### config.mk
export PLATFORM = sky130hd
export DESIGN_NAME = phong_point_light_shader
export DESIGN_NICKNAME = d
export VERILOG_FILES = /design/src/sv/ppls_pkg.sv /design/src/sv/ppls_mul.sv /design/src/sv/ppls_isqrt.sv /design/src/sv/ppls_div.sv /design/src/sv/phong_point_light_shader.sv
export SDC_FILE = /design/constraint.sdc
export NUM_CORES = 2
export LEC_CHECK = 0
export BUFFER_PORTS_ARGS = -buffer_cell sky130_fd_sc_hd__buf_2
export CAP_MARGIN = 30
export CORE_AREA = 2 2 609 611
export DETAILED_ROUTE_END_ITERATION = 10
export DIE_AREA = 0 0 611 613
export HOLD_SLACK_MARGIN = 0.12
export PLACE_DENSITY = 0.57
export SETUP_SLACK_MARGIN = 0.05
export SLEW_MARGIN = 15
export SYNTH_ARGS = -nofsm -noshare
export SYNTH_HDL_FRONTEND = slang
export SYNTH_SLANG_ARGS = --single-unit
### constraint.sdc
create_clock -name clk_i -period 30.1 [get_ports clk_i]
set_input_delay 1.505 -clock clk_i [delete_from_list [all_inputs] [get_ports clk_i]]
set_output_delay 1.505 -clock clk_i [all_outputs]
set_load 0.1 [all_outputs]
### src/sv/ppls_pkg.sv
// ----------------------------------------------------------------------------
// Phong point-light shader package
// Shared widths, sequencer states and small helper functions.
// ----------------------------------------------------------------------------
package ppls_pkg;

  localparam int unsigned MAX_LIGHTS_DEF = 16;
  localparam int unsigned MUL_W          = 32;
  localparam int unsigned PROD_W         = 64;
  localparam int unsigned SQRT_IN_W      = 62;
  localparam int unsigned ROOT_W         = 31;
  localparam int unsigned MAG_W          = 22;
  localparam int unsigned QUOT_W         = 16;
  localparam int unsigned SUM_W          = 24;

  localparam logic [47:0] ONE3_Q412      = 48'h1000_1000_1000;
  localparam logic [7:0]  SHIN_RESET     = 8'd20;
  localparam logic [15:0] ONE_Q13        = 16'd8192;

  typedef enum logic [1:0] {
    REG_MAT_AMB  = 2'd0,
    REG_MAT_DIF  = 2'd1,
    REG_MAT_SPEC = 2'd2,
    REG_SHIN     = 2'd3
  } reg_idx_e;

  typedef enum logic [3:0] {
    ST_IDLE,
    ST_AMB,
    ST_SQ,
    ST_SQRT,
    ST_DIV,
    ST_LN,
    ST_REFL,
    ST_VR,
    ST_POW,
    ST_ACC,
    ST_FIN
  } state_e;

  function automatic logic [15:0] chan16(input logic [47:0] v, input logic [1:0] c);
    logic [15:0] r;
    case (c)
      2'd0:    r = v[47:32];
      2'd1:    r = v[31:16];
      default: r = v[15:0];
    endcase
    return r;
  endfunction

  function automatic logic [20:0] comp21(input logic [62:0] v, input logic [1:0] c);
    logic [20:0] r;
    case (c)
      2'd0:    r = v[62:42];
      2'd1:    r = v[41:21];
      default: r = v[20:0];
    endcase
    return r;
  endfunction

  function automatic logic [15:0] sat16(input logic [63:0] v);
    return (v > 64'hFFFF) ? 16'hFFFF : v[15:0];
  endfunction

  function automatic logic [SUM_W-1:0] sat_add(input logic [SUM_W-1:0] a,
                                               input logic [47:0] b);
    logic [48:0] s;
    s = 49'(a) + 49'(b);
    return (s > 49'hFF_FFFF) ? 24'hFF_FFFF : s[SUM_W-1:0];
  endfunction

endpackage

### src/sv/ppls_mul.sv
// ----------------------------------------------------------------------------
// Shared multiplier
// Signed 32x32 multiply with a registered product.
// ----------------------------------------------------------------------------
module ppls_mul (
  input  logic                                  clk_i,
  input  logic signed [ppls_pkg::MUL_W-1:0]     a_i,
  input  logic signed [ppls_pkg::MUL_W-1:0]     b_i,
  output logic signed [ppls_pkg::PROD_W-1:0]    p_o
);

  logic signed [ppls_pkg::PROD_W-1:0] p_q;

  always_ff @(posedge clk_i) begin
    p_q <= a_i * b_i;
  end

  assign p_o = p_q;

endmodule

### src/sv/ppls_isqrt.sv
// ----------------------------------------------------------------------------
// Iterative square root
// Floor square root, one result bit per cycle.
// ----------------------------------------------------------------------------
module ppls_isqrt (
  input  logic                                clk_i,
  input  logic                                rst_ni,
  input  logic                                start_i,
  input  logic [ppls_pkg::SQRT_IN_W-1:0]      x_i,
  output logic                                done_o,
  output logic [ppls_pkg::ROOT_W-1:0]         root_o
);

  localparam int unsigned RW = ppls_pkg::ROOT_W;

  logic [ppls_pkg::SQRT_IN_W-1:0] x_q, x_d;
  logic [RW+1:0]                  rem_q, rem_d;
  logic [RW-1:0]                  root_q, root_d;
  logic [4:0]                     cnt_q, cnt_d;
  logic                           busy_q, busy_d;
  logic                           done_q, done_d;
  logic [RW+3:0]                  tmp, trial;

  always_comb begin
    x_d    = x_q;
    rem_d  = rem_q;
    root_d = root_q;
    cnt_d  = cnt_q;
    busy_d = busy_q;
    done_d = 1'b0;
    tmp    = {rem_q, x_q[ppls_pkg::SQRT_IN_W-1 -: 2]};
    trial  = {2'b00, root_q, 2'b01};
    if (start_i) begin
      x_d    = x_i;
      rem_d  = '0;
      root_d = '0;
      cnt_d  = '0;
      busy_d = 1'b1;
    end else if (busy_q) begin
      x_d = {x_q[ppls_pkg::SQRT_IN_W-3:0], 2'b00};
      if (tmp >= trial) begin
        rem_d  = (RW+2)'(tmp - trial);
        root_d = {root_q[RW-2:0], 1'b1};
      end else begin
        rem_d  = (RW+2)'(tmp);
        root_d = {root_q[RW-2:0], 1'b0};
      end
      cnt_d = cnt_q + 5'd1;
      if (cnt_q == 5'(RW - 1)) begin
        busy_d = 1'b0;
        done_d = 1'b1;
      end
    end
  end

  always_ff @(posedge clk_i or negedge rst_ni) begin
    if (!rst_ni) begin
      busy_q <= 1'b0;
      done_q <= 1'b0;
      cnt_q  <= '0;
    end else begin
      busy_q <= busy_d;
      done_q <= done_d;
      cnt_q  <= cnt_d;
    end
  end

  always_ff @(posedge clk_i) begin
    x_q    <= x_d;
    rem_q  <= rem_d;
    root_q <= root_d;
  end

  assign done_o = done_q;
  assign root_o = root_q;

endmodule

### src/sv/ppls_div.sv
// ----------------------------------------------------------------------------
// Iterative divider
// Restoring division of a magnitude scaled by 2^22, one quotient bit per cycle.
// ----------------------------------------------------------------------------
module ppls_div (
  input  logic                                clk_i,
  input  logic                                rst_ni,
  input  logic                                start_i,
  input  logic [ppls_pkg::MAG_W-1:0]          mag_i,
  input  logic [ppls_pkg::ROOT_W-1:0]         den_i,
  output logic                                done_o,
  output logic [ppls_pkg::QUOT_W-1:0]         quot_o
);

  localparam int unsigned RW = ppls_pkg::ROOT_W;
  localparam int unsigned QW = ppls_pkg::QUOT_W;

  logic [RW-1:0] rem_q, rem_d;
  logic [RW-1:0] den_q, den_d;
  logic [QW-1:0] quot_q, quot_d;
  logic [4:0]    cnt_q, cnt_d;
  logic          busy_q, busy_d;
  logic          done_q, done_d;
  logic [RW:0]   tmp;

  always_comb begin
    rem_d  = rem_q;
    den_d  = den_q;
    quot_d = quot_q;
    cnt_d  = cnt_q;
    busy_d = busy_q;
    done_d = 1'b0;
    tmp    = {rem_q, 1'b0};
    if (start_i) begin
      rem_d  = RW'({mag_i, 6'b0});
      den_d  = den_i;
      quot_d = '0;
      cnt_d  = '0;
      busy_d = 1'b1;
    end else if (busy_q) begin
      if (tmp >= {1'b0, den_q}) begin
        rem_d  = RW'(tmp - {1'b0, den_q});
        quot_d = {quot_q[QW-2:0], 1'b1};
      end else begin
        rem_d  = RW'(tmp);
        quot_d = {quot_q[QW-2:0], 1'b0};
      end
      cnt_d = cnt_q + 5'd1;
      if (cnt_q == 5'(QW - 1)) begin
        busy_d = 1'b0;
        done_d = 1'b1;
      end
    end
  end

  always_ff @(posedge clk_i or negedge rst_ni) begin
    if (!rst_ni) begin
      busy_q <= 1'b0;
      done_q <= 1'b0;
      cnt_q  <= '0;
    end else begin
      busy_q <= busy_d;
      done_q <= done_d;
      cnt_q  <= cnt_d;
    end
  end

  always_ff @(posedge clk_i) begin
    rem_q  <= rem_d;
    den_q  <= den_d;
    quot_q <= quot_d;
  end

  assign done_o = done_q;
  assign quot_o = quot_q;

endmodule

### src/sv/phong_point_light_shader.sv
// ----------------------------------------------------------------------------
// Phong point-light shader
// Accumulates Phong terms one point light per item and emits the shaded color
// on the item marked last.
// ----------------------------------------------------------------------------
// A lit light runs through a square root, three divisions and 34 steps on
// the one shared 32x32 multiplier (squares, dot products, reflection, an
// eight-bit power and the sum updates). An unlit light stops after the
// dot product of light and normal, and a light on the hit point stops after
// the squares. A light past MAX_LIGHTS is dropped. The closing item then
// computes the color on the multiplier before it is emitted. The input is
// not ready while a light is worked on. The result waits in an output
// register while the next lights are taken.
module phong_point_light_shader #(
  parameter int unsigned MAX_LIGHTS = ppls_pkg::MAX_LIGHTS_DEF
) (
  input  logic         clk_i,
  input  logic         rst_ni,
  input  logic         cfg_we_i,
  input  logic [1:0]   cfg_addr_i,
  input  logic [47:0]  cfg_data_i,
  input  logic         s_axis_tvalid,
  output logic         s_axis_tready,
  // hit_point, surface_normal, view_direction, surface_color, light_position,
  // light_ambient, light_diffuse, light_specular
  input  logic [415:0] s_axis_tdata,
  input  logic         s_axis_tlast,
  output logic         m_axis_tvalid,
  input  logic         m_axis_tready,
  // shade_red, shade_green, shade_blue
  output logic [47:0]  m_axis_tdata
);

  localparam int unsigned CNT_W = $clog2(MAX_LIGHTS + 1);
  localparam int unsigned SW    = ppls_pkg::SUM_W;

  ppls_pkg::state_e state_q, state_d;

  logic [47:0] mat_amb_q, mat_dif_q, mat_spec_q;
  logic [7:0]  shin_q;

  logic [62:0] hp_q, hp_d, lp_q, lp_d;
  logic [47:0] n_q, n_d, v_q, v_d, col_q, col_d;
  logic [47:0] la_q, la_d, ld_q, ld_d, ls_q, ls_d;
  logic        last_q, last_d;

  logic [CNT_W-1:0] cnt_q, cnt_d;
  logic [3:0]       idx_q, idx_d;
  logic             ph_q, ph_d;

  logic [SW-1:0]    amb_q [3];
  logic [SW-1:0]    amb_d [3];
  logic [SW-1:0]    dif_q [3];
  logic [SW-1:0]    dif_d [3];
  logic [SW-1:0]    spec_q [3];
  logic [SW-1:0]    spec_d [3];

  logic [43:0]        len2_q, len2_d;
  logic [ppls_pkg::ROOT_W-1:0] s_q, s_d;
  logic signed [16:0] l_q [3];
  logic signed [16:0] l_d [3];
  logic signed [25:0] r_q [3];
  logic signed [25:0] r_d [3];
  logic signed [43:0] dot_q, dot_d;
  logic [20:0]        lam_q, lam_d;
  logic [15:0]        b_q, b_d, p_q, p_d;
  logic [30:0]        t_q, t_d;
  logic [15:0]        out_q [3];
  logic [15:0]        out_d [3];
  logic               ov_q, ov_d;

  logic signed [ppls_pkg::MUL_W-1:0]  op_a, op_b;
  logic signed [ppls_pkg::PROD_W-1:0] prod;
  logic [ppls_pkg::PROD_W-1:0]        prod_u;

  logic                         sqrt_start, sqrt_done;
  logic [ppls_pkg::ROOT_W-1:0]  sqrt_root;
  logic                         div_start, div_done;
  logic [ppls_pkg::QUOT_W-1:0]  div_quot;
  logic [ppls_pkg::MAG_W-1:0]   div_mag;

  logic signed [21:0] dvec [3];
  logic [1:0]         ci, acc_c;
  logic [1:0]         fin_c, fin_k;
  logic signed [ppls_pkg::PROD_W-1:0] tzv;
  logic               accept;

  assign accept = s_axis_tvalid && s_axis_tready;
  assign prod_u = $unsigned(prod);
  assign ci     = idx_q[1:0];
  assign acc_c  = (idx_q < 4'd3) ? idx_q[1:0] : 2'(idx_q - 4'd3);
  assign fin_c  = idx_q[3:2];
  assign fin_k  = idx_q[1:0];

  always_comb begin
    for (int c = 0; c < 3; c++) begin
      dvec[c] = 22'(signed'(ppls_pkg::comp21(lp_q, 2'(c))))
              - 22'(signed'(ppls_pkg::comp21(hp_q, 2'(c))));
    end
  end

  assign div_mag = dvec[ci][21] ? 22'(-dvec[ci]) : 22'(dvec[ci]);

  ppls_mul u_mul (
    .clk_i (clk_i),
    .a_i   (op_a),
    .b_i   (op_b),
    .p_o   (prod)
  );

  ppls_isqrt u_isqrt (
    .clk_i   (clk_i),
    .rst_ni  (rst_ni),
    .start_i (sqrt_start),
    .x_i     ({len2_q, 18'b0}),
    .done_o  (sqrt_done),
    .root_o  (sqrt_root)
  );

  ppls_div u_div (
    .clk_i   (clk_i),
    .rst_ni  (rst_ni),
    .start_i (div_start),
    .mag_i   (div_mag),
    .den_i   (s_q),
    .done_o  (div_done),
    .quot_o  (div_quot)
  );

  always_comb begin
    op_a = '0;
    op_b = '0;
    case (state_q)
      ppls_pkg::ST_SQ: begin
        op_a = 32'(dvec[ci]);
        op_b = 32'(dvec[ci]);
      end
      ppls_pkg::ST_LN: begin
        op_a = 32'(l_q[ci]);
        op_b = 32'(signed'(ppls_pkg::chan16(n_q, ci)));
      end
      ppls_pkg::ST_REFL: begin
        op_a = 32'(signed'(ppls_pkg::chan16(n_q, ci)));
        op_b = 32'(lam_q);
      end
      ppls_pkg::ST_VR: begin
        op_a = 32'(signed'(ppls_pkg::chan16(v_q, ci)));
        op_b = 32'(r_q[ci]);
      end
      ppls_pkg::ST_POW: begin
        op_a = 32'(p_q);
        if (!idx_q[0]) begin
          op_b = 32'(p_q);
        end else if (shin_q[~idx_q[3:1]]) begin
          op_b = 32'(b_q);
        end else begin
          op_b = 32'(ppls_pkg::ONE_Q13);
        end
      end
      ppls_pkg::ST_ACC: begin
        if (idx_q < 4'd3) begin
          op_a = 32'(ppls_pkg::chan16(ld_q, acc_c));
          op_b = 32'(lam_q);
        end else begin
          op_a = 32'(ppls_pkg::chan16(ls_q, acc_c));
          op_b = 32'(p_q);
        end
      end
      ppls_pkg::ST_FIN: begin
        case (fin_k)
          2'd0: begin
            op_a = 32'(amb_q[fin_c]);
            op_b = 32'(ppls_pkg::chan16(mat_amb_q, fin_c));
          end
          2'd1: begin
            op_a = 32'(dif_q[fin_c]);
            op_b = 32'(ppls_pkg::chan16(mat_dif_q, fin_c));
          end
          2'd2: begin
            op_a = 32'(spec_q[fin_c]);
            op_b = 32'(ppls_pkg::chan16(mat_spec_q, fin_c));
          end
          default: begin
            op_a = 32'(ppls_pkg::chan16(col_q, fin_c));
            op_b = 32'(t_q);
          end
        endcase
      end
      default: begin
        op_a = '0;
        op_b = '0;
      end
    endcase
  end

  always_comb begin
    state_d    = state_q;
    hp_d       = hp_q;
    lp_d       = lp_q;
    n_d        = n_q;
    v_d        = v_q;
    col_d      = col_q;
    la_d       = la_q;
    ld_d       = ld_q;
    ls_d       = ls_q;
    last_d     = last_q;
    cnt_d      = cnt_q;
    idx_d      = idx_q;
    ph_d       = ph_q;
    amb_d      = amb_q;
    dif_d      = dif_q;
    spec_d     = spec_q;
    len2_d     = len2_q;
    s_d        = s_q;
    l_d        = l_q;
    r_d        = r_q;
    dot_d      = dot_q;
    lam_d      = lam_q;
    b_d        = b_q;
    p_d        = p_q;
    t_d        = t_q;
    out_d      = out_q;
    ov_d       = ov_q;
    sqrt_start = 1'b0;
    div_start  = 1'b0;
    tzv        = '0;
    s_axis_tready = (state_q == ppls_pkg::ST_IDLE);

    if (ov_q && m_axis_tready) begin
      ov_d = 1'b0;
    end

    case (state_q)
      ppls_pkg::ST_IDLE: begin
        if (accept) begin
          hp_d   = s_axis_tdata[62:0];
          n_d    = s_axis_tdata[110:63];
          v_d    = s_axis_tdata[158:111];
          col_d  = s_axis_tdata[206:159];
          lp_d   = s_axis_tdata[269:207];
          la_d   = s_axis_tdata[317:270];
          ld_d   = s_axis_tdata[365:318];
          ls_d   = s_axis_tdata[413:366];
          last_d = s_axis_tlast;
          idx_d  = '0;
          ph_d   = 1'b0;
          t_d    = '0;
          if (cnt_q < CNT_W'(MAX_LIGHTS)) begin
            cnt_d   = cnt_q + 1'b1;
            state_d = ppls_pkg::ST_AMB;
          end else if (s_axis_tlast) begin
            state_d = ppls_pkg::ST_FIN;
          end
        end
      end
      ppls_pkg::ST_AMB: begin
        for (int c = 0; c < 3; c++) begin
          amb_d[c] = ppls_pkg::sat_add(amb_q[c], 48'(ppls_pkg::chan16(la_q, 2'(c))));
        end
        len2_d  = '0;
        idx_d   = '0;
        ph_d    = 1'b0;
        state_d = ppls_pkg::ST_SQ;
      end
      ppls_pkg::ST_SQ: begin
        ph_d = ~ph_q;
        if (ph_q) begin
          len2_d = len2_q + prod_u[43:0];
          idx_d  = idx_q + 4'd1;
          if (idx_q == 4'd2) begin
            idx_d = '0;
            if (len2_d == '0) begin
              state_d = last_q ? ppls_pkg::ST_FIN : ppls_pkg::ST_IDLE;
            end else begin
              state_d = ppls_pkg::ST_SQRT;
            end
          end
        end
      end
      ppls_pkg::ST_SQRT: begin
        if (!ph_q) begin
          sqrt_start = 1'b1;
          ph_d       = 1'b1;
        end else if (sqrt_done) begin
          s_d     = sqrt_root;
          ph_d    = 1'b0;
          state_d = ppls_pkg::ST_DIV;
        end
      end
      ppls_pkg::ST_DIV: begin
        if (!ph_q) begin
          div_start = 1'b1;
          ph_d      = 1'b1;
        end else if (div_done) begin
          l_d[ci] = dvec[ci][21] ? -17'(div_quot) : 17'(div_quot);
          ph_d    = 1'b0;
          idx_d   = idx_q + 4'd1;
          if (idx_q == 4'd2) begin
            idx_d   = '0;
            dot_d   = '0;
            state_d = ppls_pkg::ST_LN;
          end
        end
      end
      ppls_pkg::ST_LN: begin
        ph_d = ~ph_q;
        if (ph_q) begin
          dot_d = dot_q + 44'(prod);
          idx_d = idx_q + 4'd1;
          if (idx_q == 4'd2) begin
            idx_d = '0;
            if (dot_d <= 0) begin
              state_d = last_q ? ppls_pkg::ST_FIN : ppls_pkg::ST_IDLE;
            end else begin
              lam_d   = dot_d[33:13];
              state_d = ppls_pkg::ST_REFL;
            end
          end
        end
      end
      ppls_pkg::ST_REFL: begin
        ph_d = ~ph_q;
        if (ph_q) begin
          tzv     = (prod + (prod < 0 ? 64'sd4095 : 64'sd0)) >>> 12;
          r_d[ci] = 26'(l_q[ci]) - 26'(tzv);
          idx_d   = idx_q + 4'd1;
          if (idx_q == 4'd2) begin
            idx_d   = '0;
            dot_d   = '0;
            state_d = ppls_pkg::ST_VR;
          end
        end
      end
      ppls_pkg::ST_VR: begin
        ph_d = ~ph_q;
        if (ph_q) begin
          dot_d = dot_q + 44'(prod);
          idx_d = idx_q + 4'd1;
          if (idx_q == 4'd2) begin
            idx_d = '0;
            tzv   = 64'(dot_d) >>> 13;
            if (dot_d < 0) begin
              b_d = '0;
            end else begin
              b_d = ppls_pkg::sat16(64'(tzv));
            end
            p_d     = ppls_pkg::ONE_Q13;
            state_d = ppls_pkg::ST_POW;
          end
        end
      end
      ppls_pkg::ST_POW: begin
        ph_d = ~ph_q;
        if (ph_q) begin
          p_d   = ppls_pkg::sat16(prod_u >> 13);
          idx_d = idx_q + 4'd1;
          if (idx_q == 4'd15) begin
            idx_d   = '0;
            state_d = ppls_pkg::ST_ACC;
          end
        end
      end
      ppls_pkg::ST_ACC: begin
        ph_d = ~ph_q;
        if (ph_q) begin
          if (idx_q < 4'd3) begin
            dif_d[acc_c] = ppls_pkg::sat_add(dif_q[acc_c], prod_u[60:13]);
          end else begin
            spec_d[acc_c] = ppls_pkg::sat_add(spec_q[acc_c], prod_u[60:13]);
          end
          idx_d = idx_q + 4'd1;
          if (idx_q == 4'd5) begin
            idx_d   = '0;
            t_d     = '0;
            state_d = last_q ? ppls_pkg::ST_FIN : ppls_pkg::ST_IDLE;
          end
        end
      end
      ppls_pkg::ST_FIN: begin
        if (!(idx_q == 4'd0 && !ph_q && ov_q)) begin
          ph_d = ~ph_q;
          if (ph_q) begin
            idx_d = idx_q + 4'd1;
            if (fin_k == 2'd3) begin
              out_d[fin_c] = ppls_pkg::sat16(prod_u >> 12);
              t_d          = '0;
            end else begin
              t_d = t_q + 31'(prod_u >> 12);
            end
            if (idx_q == 4'd11) begin
              idx_d = '0;
              ov_d  = 1'b1;
              cnt_d = '0;
              for (int c = 0; c < 3; c++) begin
                amb_d[c]  = '0;
                dif_d[c]  = '0;
                spec_d[c] = '0;
              end
              state_d = ppls_pkg::ST_IDLE;
            end
          end
        end
      end
      default: begin
        state_d = ppls_pkg::ST_IDLE;
      end
    endcase
  end

  always_ff @(posedge clk_i or negedge rst_ni) begin
    if (!rst_ni) begin
      state_q    <= ppls_pkg::ST_IDLE;
      mat_amb_q  <= ppls_pkg::ONE3_Q412;
      mat_dif_q  <= ppls_pkg::ONE3_Q412;
      mat_spec_q <= ppls_pkg::ONE3_Q412;
      shin_q     <= ppls_pkg::SHIN_RESET;
      cnt_q      <= '0;
      idx_q      <= '0;
      ph_q       <= 1'b0;
      ov_q       <= 1'b0;
      for (int c = 0; c < 3; c++) begin
        amb_q[c]  <= '0;
        dif_q[c]  <= '0;
        spec_q[c] <= '0;
      end
    end else begin
      state_q <= state_d;
      cnt_q   <= cnt_d;
      idx_q   <= idx_d;
      ph_q    <= ph_d;
      ov_q    <= ov_d;
      amb_q   <= amb_d;
      dif_q   <= dif_d;
      spec_q  <= spec_d;
      if (cfg_we_i) begin
        case (cfg_addr_i)
          ppls_pkg::REG_MAT_AMB:  mat_amb_q  <= cfg_data_i;
          ppls_pkg::REG_MAT_DIF:  mat_dif_q  <= cfg_data_i;
          ppls_pkg::REG_MAT_SPEC: mat_spec_q <= cfg_data_i;
          ppls_pkg::REG_SHIN:     shin_q     <= cfg_data_i[7:0];
          default:                shin_q     <= shin_q;
        endcase
      end
    end
  end

  always_ff @(posedge clk_i) begin
    hp_d_hold: begin
      hp_q   <= hp_d;
      lp_q   <= lp_d;
      n_q    <= n_d;
      v_q    <= v_d;
      col_q  <= col_d;
      la_q   <= la_d;
      ld_q   <= ld_d;
      ls_q   <= ls_d;
      last_q <= last_d;
      len2_q <= len2_d;
      s_q    <= s_d;
      l_q    <= l_d;
      r_q    <= r_d;
      dot_q  <= dot_d;
      lam_q  <= lam_d;
      b_q    <= b_d;
      p_q    <= p_d;
      t_q    <= t_d;
      out_q  <= out_d;
    end
  end

  assign m_axis_tvalid = ov_q;
  assign m_axis_tdata  = {out_q[2], out_q[1], out_q[0]};

endmodule
==> impl_metrics.json <==
{
  "outcome": "finished clean",
  "cts_tree": "yes",
  "drtIter0Drc": 8976,
  "r2r_slack_ns": 16.29,
  "fmax_mhz": 72.4,
  "grt.total_usage": 0.199,
  "synthDistinctLibCells": 110,
  "grt_pass1_vias": 84334,
  "ys_seq_elements": 1442,
  "route.detailed.drc": 0,
  "io_buffers": 519,
  "routed_wl_um": 378000,
  "rsz0062_at_grt": "no",
  "grt_start_max_net_pins": 128,
  "p_per_area_nw_per_um2": 35.7,
  "worst_pin_slew_ns": 1.18,
  "setup_viol": 0,
  "skew_ns": 0.144,
  "core_um2": 368000,
  "clkPwrFrac": 0.489,
  "via_count": 85496,
  "antenna_found_initial": 40,
  "critical_path_required_ns": 30.90,
  "clk_pin_slew_ns": 0.07,
  "yosys-top-cells-area": "edfxtp_1 (24%), fa_1 (17%), dfrtp_1 (8.8%)",
  "worstSetupPathDepth": 38,
  "ys_warn_count": 0,
  "use_met1": 0.267,
  "cts_root_buf": "clkbuf_16",
  "die_y_um": 613,
  "worst-setup-path-type": "flip-flop to flip-flop",
  "grt_first_pass_wirelength_um": 559000,
  "top_usage_layer": "met2",
  "fin_crit_ns": 13.81,
  "gp_congestion": 0.952,
  "syn_area_um2": 110000,
  "grt.met3_usage": 0.0373,
  "power_frac_comb": 0.029,
  "fin_setup_tns_ns": 0,
  "crit_slowest_cell": "dfrtp_4",
  "synth.top_cell.area_share": 0.244,
  "cts_resized": 0,
  "synth.avg_cell_area_um2": 9.85,
  "p_int_uw": 3460,
  "hold_class": "flip-flop to flip-flop",
  "power_uw": 4460,
  "fin_nets": 13529,
  "yosysMostFrequentCell": "inv_1",
  "crit_arrival_ns": 14.61,
  "die_x_um": 611,
  "hold_violations": 0,
  "yosysSeqAreaShare": 0.362,
  "h-tree-depth": 4,
  "swShare": 0.225,
  "p_leak_uw": 0.0542,
  "path_delay_family": "adder cells",
  "cts_setup_buffers": 0,
  "syn_inst": 11150,
  "maxSlewHeadroom": 0.202,
  "min_path_cells": 0,
  "cp_common_cell": "fa_1",
  "clkLatencyLatePin_ns": 0.93,
  "r2r_cells": 38,
  "start_kind": "flip-flop",
  "switching_power_uw": 1000,
  "synth_top_cell_by_area": "edfxtp_1",
  "grt_overflow": 0,
  "crit_buf_inv": 9,
  "postCtsHoldBufs": 0,
  "io_pins": 522,
  "async_reset_ff_frac": 0.275,
  "detail-route-antenna-nets": 0,
  "synth_edf_count": 892,
  "clockBufferDepth": 4,
  "irDropWorstVdd_uv": 44.2,
  "drive_gt1_frac": 0.116,
  "dp_hpwl_um": 283000,
  "vias_per_cell": 5.16,
  "slowest_delay_ns": 0.85,
  "syn-num-nets": 13104,
  "cap_violations": 0,
  "pwr-share-seq": 0.482,
  "met2_usage": 0.312,
  "start_util": 0.299,
  "wl_per_cell_um": 22.8,
  "clock_sinks": 1442,
  "critPathCaptureType": "flip-flop",
  "synthTopCellsByCount": "inv_1 (1409), nand2_1 (1347), nor2_1 (940)",
  "synth-main-ff-cell": "edfxtp_1",
  "area_growth_syn_to_layout_pct": 13.7,
  "crit_fanout": 40,
  "first_pass_iters": 6,
  "period_share": 0.459,
  "slew_violations": 0,
  "numCtsBuffers": 176,
  "die_area_um2": 375000,
  "rows": 223
}
final timing paths:
check                                startpoint                    endpoint
max in group asynchronous                rst_ni  mat_spec_q[46]$_DFFE_PN0P_
min in group asynchronous                rst_ni       amb_q[32]$_DFFE_PN0P_
hold / removal                 s_q[5]$_DFFE_PP_    u_div.den_q[5]$_DFFE_PP_
setup / recovery           idx_q[3]$_DFFE_PN0P_       u_mul.p_o[57]$_DFF_P_
hold reg to reg                s_q[5]$_DFFE_PP_    u_div.den_q[5]$_DFFE_PP_
setup reg to reg           idx_q[3]$_DFFE_PN0P_       u_mul.p_o[57]$_DFF_P_
area by class of cell:
type,count,area [um^2]
Fill cell,37433,243000
Multi-Input combinational cell,7769,63100
Sequential cell,1442,39800
Tap cell,4837,6050
Inverter,1413,5310
Clock buffer,243,5020
Timing Repair Buffer,773,4710
Clock inverter,77,788
Antenna cell,21,52.6
through the flow:
stage / util / std cells / hold slack (ns) / setup WS, ns / cell area [um^2]
final: 0.340 / 16575 / 0.396 / 16.29 / 125000
after global placement: 0.323 / 16213 / 0.403 / 16.54 / 119000
after floorplan: - / 11150 / 0.400 / 18.60 / 110000
after CTS: 0.339 / 16546 / 0.394 / 16.42 / 125000
after detailed placement: 0.323 / 16226 / 0.405 / 16.47 / 119000
after global routing: 0.339 / 16567 / 0.403 / 15.93 / 125000
placed cells by master, fill, tap and decap left out, types with 82 or more instances in the layout:
master        n
clkbuf_16   183
o21ai_0     531
nand3_1     165
buf_4       233
mux2i_1     341
xnor2_1     244
edfxtp_1    892
mux2_2      155
dfxtp_1     153
and3_1       82
a22o_1       87
buf_2       523
ha_1        561
a21o_1      192
fa_1        917
nor2_1      929
xor2_1      174
nor3_1      120
dfrtp_1     381
inv_1      1406
and2_1       87
a21oi_1     599
nand2_1    1345
power groups by stage:
stage | combinational (uW) | sequential (uW) | clock (uW)
floorplan | 56.7 | 2190 | 0
global placement | 127 | 2190 | 0
detailed placement | 130 | 2190 | 0
CTS | 130 | 2150 | 2220
global route | 141 | 2150 | 2290
finish | 130 | 2150 | 2180
sequential cells by signal, indices dropped and copies added, names as in the netlist, 51 cells and up:
name / count
dif_q: 72
spec_q: 72
l_q: 51
hp_q: 63
amb_q: 72
u_mul.p_o: 64
lp_q: 63
r_q: 78
routing by layer:
metal,vias to the layer above,share of wire
met3,723,0.085
met1,42474,0.42
met2,3410,0.44
met4,4,0.051
li1,38885,-
met5,-,0.000072
worst register-to-register path: cells and delay by family, from the launching register on:
kind | cells | cell delay (ns)
simple gates | 5 | 1.75
buf+inv | 9 | 1.96
fa+ha+maj | 9 | 4.52
mux | 1 | 0.62
compound gates | 14 | 4.01
flops | 1 | 0.85
cell families (layout without fill, tap and decap cells):
group	Yosys count	in the layout	synth area share
and+or+nand+nor	3129	3129	0.125
AOI/OAI and AO/OA	2236	2236	0.133
buffers and inverters	1939	2506	0.0675
adders and majority gates	1482	1482	0.232
DFF	1442	1442	0.362
muxes	499	499	0.0475
xor gates and xnor gates	423	423	0.0339
other	0	21	0
Note: power is estimated with default switching activity, not from simulation.
